===== src/rtl/lbct_pkg.sv =====
package lbct_pkg;

  // Field widths of a request and a result
  localparam int unsigned KeyW  = 64;
  localparam int unsigned LenW  = 32;
  localparam int unsigned HitsW = 32;
  localparam int unsigned SlotW = 4;

  // Hit count saturates here
  localparam logic [HitsW-1:0] HitsMax = {HitsW{1'b1}};
  localparam logic [HitsW-1:0] HitsOne = HitsW'(1);

  typedef enum logic {
    CMD_LOOKUP = 1'b0,
    CMD_INSERT = 1'b1
  } lbct_cmd_e;

  // Search token that walks the row of slot cells, one cell per cycle
  typedef struct packed {
    logic             active;     // token present at this point of the row
    lbct_cmd_e        cmd;
    logic             done;       // match or empty slot already taken upstream
    logic             have_best;  // best_hits holds a candidate victim
    logic [HitsW-1:0] best_hits;
    logic [LenW-1:0]  stored_len; // length of the matched slot on a hit
  } lbct_tok_t;

endpackage


===== src/rtl/lbct_cell.sv =====
module lbct_cell #(
  parameter int unsigned IdxW    = 4,
  parameter int unsigned CellIdx = 0
) (
  input  logic                       clk_i,
  input  logic                       rst_ni,
  input  lbct_pkg::lbct_tok_t        tok_i,
  input  logic [IdxW-1:0]            idx_i,
  input  logic [lbct_pkg::KeyW-1:0]  key_i,
  input  logic [lbct_pkg::LenW-1:0]  len_i,
  input  logic                       wr_en_i,
  input  logic [IdxW-1:0]            wr_idx_i,
  output lbct_pkg::lbct_tok_t        tok_o,
  output logic [IdxW-1:0]            idx_o
);

  localparam logic [IdxW-1:0] MyIdx = IdxW'(CellIdx);

  logic                        valid_q;
  logic [lbct_pkg::KeyW-1:0]   key_q;
  logic [lbct_pkg::HitsW-1:0]  hits_q;
  logic [lbct_pkg::LenW-1:0]   len_q;
  lbct_pkg::lbct_tok_t         tok_d, tok_q;
  logic [IdxW-1:0]             idx_d, idx_q;
  logic                        fill;
  logic                        bump;
  logic                        write;

  // Examine this slot as the token passes
  always_comb begin
    tok_d = tok_i;
    idx_d = idx_i;
    fill  = 1'b0;
    bump  = 1'b0;
    if (tok_i.active && !tok_i.done) begin
      if (tok_i.cmd == lbct_pkg::CMD_LOOKUP) begin
        if (valid_q && (key_q == key_i)) begin
          bump             = 1'b1;
          tok_d.done       = 1'b1;
          tok_d.stored_len = len_q;
          idx_d            = MyIdx;
        end
      end else begin
        if (!valid_q) begin
          fill       = 1'b1;
          tok_d.done = 1'b1;
          idx_d      = MyIdx;
        end else if (!tok_i.have_best || (hits_q < tok_i.best_hits)) begin
          tok_d.have_best = 1'b1;
          tok_d.best_hits = hits_q;
          idx_d           = MyIdx;
        end
      end
    end
  end

  assign write = fill || (wr_en_i && (wr_idx_i == MyIdx));

  // Hand the token to the next cell
  always_ff @(posedge clk_i or negedge rst_ni) begin
    if (!rst_ni) begin
      tok_q <= '0;
    end else begin
      tok_q <= tok_d;
    end
  end

  always_ff @(posedge clk_i) begin
    idx_q <= idx_d;
  end

  // Hold the valid bit of the slot
  always_ff @(posedge clk_i or negedge rst_ni) begin
    if (!rst_ni) begin
      valid_q <= 1'b0;
    end else if (write) begin
      valid_q <= 1'b1;
    end
  end

  // Update key, length and hit count
  always_ff @(posedge clk_i) begin
    if (write) begin
      key_q  <= key_i;
      len_q  <= len_i;
      hits_q <= lbct_pkg::HitsOne;
    end else if (bump && (hits_q != lbct_pkg::HitsMax)) begin
      hits_q <= hits_q + lbct_pkg::HitsOne;
    end
  end

  assign tok_o = tok_q;
  assign idx_o = idx_q;

endmodule


===== config.mk =====
export PLATFORM = sky130hd
export DESIGN_NAME = lbct_cell
export DESIGN_NICKNAME = d
export VERILOG_FILES = /design/src/rtl/lbct_pkg.sv /design/src/rtl/lbct_cell.sv
export SDC_FILE = /design/constraint.sdc
export NUM_CORES = 1
export LEC_CHECK = 0
export BUFFER_PORTS_ARGS = -buffer_cell sky130_fd_sc_hd__buf_2
export CORE_UTILIZATION = 35
export CTS_CLUSTER_DIAMETER = 30
export DETAILED_ROUTE_END_ITERATION = 12
export GPL_TIMING_DRIVEN = 0
export SLEW_MARGIN = 15
export SYNTH_ARGS = -nofsm -noshare
export SYNTH_HDL_FRONTEND = slang
export SYNTH_SLANG_ARGS = --single-unit
export TNS_END_PERCENT = 20

===== constraint.sdc =====
create_clock -name clk_i -period 6.2 [get_ports clk_i]
set_clock_uncertainty 0.2 [all_clocks]
set_input_delay 0.62 -clock clk_i [delete_from_list [all_inputs] [get_ports clk_i]]
set_output_delay 0.62 -clock clk_i [all_outputs]
set_load 0.005 [all_outputs]

==> results.json <==
{
  "hold_viol": 0,
  "period_minus_slack_ns": 3.47,
  "utilization": 0.503,
  "start_util": 0.359,
  "critical_path_class": "primary input to flip-flop",
  "yosysSeqAreaShare": 0.585,
  "clock_latency_ns": 0.55,
  "drc": 0,
  "gp_congestion": 0.834,
  "synth_edf_count": 96,
  "detail_route.iter0.violations": 378,
  "synth_largest_area_cell": "edfxtp_1",
  "worst_ep_arrival_time_ns": 3.51,
  "numCtsBuffers": 51,
  "port_buffers": 246,
  "rr_endpoint": "tok_o[51]$_DFF_PN0_",
  "crit_path_start_kind": "primary input",
  "ant_nets": 0,
  "synth_most_common_cell": "edfxtp_1",
  "fin_setup_tns_ns": 0,
  "cts_root_buf": "clkbuf_16",
  "synth_common_cells": "edfxtp_1 (96), dfrtp_1 (69), mux2_2 (62), inv_1 (49), xnor2_1 (46)",
  "grt_pass1_vias": 7025,
  "synth_top_area_frac": 0.316,
  "worstSetupEndpoint": "key_q[3]$_DFFE_PP_",
  "endpoint_kind": "flip-flop",
  "ios": 247,
  "overflow": 0,
  "ys_warn_count": 0,
  "clockBufferDepth": 3,
  "die_area_um2": 26700,
  "row_count": 58,
  "die_y_um": 163,
  "relSlewSlack": 0.340,
  "irDropWorstVdd_mv": 0.252,
  "rsz0062_at_grt": "false",
  "hold_buffers": 3,
  "worstMarginPinSlew_ns": 0.979,
  "drv_cap": 0,
  "synth.avg_cell_area_um2": 12.6,
  "p_per_area_nw_per_um2": 361,
  "netlist-cell-type-count": 54,
  "reg2reg_depth": 8,
  "crit_path_start": "tok_i[66]",
  "r2r_start": "hits_q[11]$_SDFFE_PP0P_",
  "status": "finished, final reports clean",
  "synth-seq-cells": 201,
  "drive_gt1_frac": 0.391,
  "wl_mm": 23.4,
  "cts_tree": "done",
  "syn_to_final_growth_pct": 40.2,
  "num-nets-final": 1237,
  "period_share": 0.560,
  "antenna_found_initial": 1,
  "vias": 6872,
  "required_ns": 6.24,
  "cts_resized": 0,
  "netlist_instances": 726,
  "crit_fanout": 57,
  "rrSetupSlack_ns": 2.82,
  "synth_nets": 933,
  "synth-main-ff-cell": "edfxtp_1",
  "die_w_um": 163,
  "htreeDepth": 2,
  "post_cts_buffers": 0,
  "routedWlPerCell_um": 16.6,
  "dr.pass1.iters": 4,
  "grt.total_usage": 0.175,
  "leakagePower_nw": 5.44,
  "hold_path_class": "primary input to flip-flop",
  "clk_pin_slew_ns": 0.05,
  "syn_area_um2": 9120,
  "timing.final.max_slew_violations": 0,
  "clkSinkCount": 201,
  "via_per_inst": 4.89,
  "synth-async-reset-ratio": 0.343,
  "setup-violations-final": 0,
  "power.total_mw": 4.61,
  "fmax_mhz": 288,
  "dpl.hpwl_mm": 17.1,
  "synth_area_leaders": "edfxtp_1 (32%), dfrtp_1 (19%), dfxtp_1 (7.9%)",
  "grt_pass1_wl_mm": 36.2,
  "grt_max_degree": 58,
  "fillers": 2276,
  "design.core.area_um2": 25400
}
==> how the worst min path moves through the flow <==
stage	start	end	slack (ns)	cells past startpoint
2_1_floorplan	rst_ni	tok_o[0]$_DFF_PN0_	0.12	0
3_3_place_gp	len_q[25]$_DFFE_PP_	tok_o[25]$_DFF_PN0_	0.24	1
3_5_place_dp	len_q[25]$_DFFE_PP_	tok_o[25]$_DFF_PN0_	0.25	1
4_1_cts	len_i[28]	len_q[28]$_DFFE_PP_	0.02	1
5_1_grt	len_i[6]	len_q[6]$_DFFE_PP_	0.02	1
6_report	len_i[28]	len_q[28]$_DFFE_PP_	0.04	1
==> per-layer routing <==
metal,share of wire,global-route usage
met2,0.47,0.285
met5,0,0
met1,0.42,0.211
met4,0.037,0.0947
met3,0.071,0.0434
==> power by group <==
part           switching [mW]  internal, mW  leakage [nW]  total (mW)
combinational           0.106         0.116          2.54       0.222
clock                   0.802          2.12         0.935        2.93
sequential             0.0130          1.45          1.97        1.46
==> worst max-delay path, stage by stage <==
cell and delay, ns:
dlygate4sd3_1 0.55, buf_2 0.14, nand2_1 0.09, nor3_1 0.07
a21oi_1 0.43, clkbuf_1 0.49, inv_1 0.18, clkbuf_4 0.49
buf_16 0.38
==> kinds of logic (layout without fill, tap and decap cells) <==
family	count (synthesis)	after routing	share of synthesized area
DFF	201	201	0.585
buffers and inverters	74	421	0.0335
muxes	84	84	0.101
adders and majority gates	32	32	0.0439
xor gates and xnor gates	50	50	0.0480
AOI/OAI and AO/OA	81	81	0.0580
other	0	1	0
and+or+nand+nor	204	204	0.131
==> through the flow <==
step / area (µm²) / hold WS, ns / worst slack, ns / instances
finish: 12800 / 0.0418 / 2.73 / 1404
global placement: 10800 / 0.235 / -0.788 / 1302
global route: 12800 / 0.0247 / 2.50 / 1404
detailed placement: 10800 / 0.252 / 2.52 / 1304
floorplan: 9120 / 0.124 / 1.32 / 726
CTS: 12800 / 0.0236 / 2.69 / 1403
==> layout make-up <==
class	instances	area, µm²	area share
multi-input combinational	451	3480	0.272
buffer	25	125	0.00979
antenna	1	2.50	0.000196
clock inverter	34	543	0.0425
inverter	49	184	0.0144
timing repair buffer	251	1310	0.103
sequential	201	5330	0.417
tap	330	413	0.0323
clock buffer	62	1390	0.109
==> state kept, by name, summed over array words and instances, names as in the netlist <==
name     flops
key_q       64
len_q       32
idx_o        4
hits_q      32
valid_q      1
tok_o       68
==> cell usage in the layout, fill, tap and decap left out, types with 6 or more instances in the layout <==
master / netlist / final
a21oi_1: 26 / 26
and3_1: 8 / 8
and4_1: 6 / 6
buf_2: 7 / 252
bufinv_16: 0 / 13
clkbuf_1: 14 / 18
clkbuf_16: 0 / 52
clkinv_2: 0 / 9
dfrtp_1: 69 / 69
dfxtp_1: 36 / 36
edfxtp_1: 96 / 96
ha_1: 32 / 32
inv_1: 49 / 49
mux2_2: 62 / 62
mux2i_1: 21 / 21
nand2_1: 38 / 38
nand2b_1: 26 / 26
nand3_1: 19 / 19
nand4_1: 36 / 36
nor2_1: 15 / 15
nor3_1: 14 / 14
nor4_1: 10 / 10
o21ai_0: 17 / 17
o31ai_1: 6 / 6
or3_1: 6 / 6
or4_1: 7 / 7
xnor2_1: 46 / 46
Note: power is estimated with default switching activity, not from simulation.
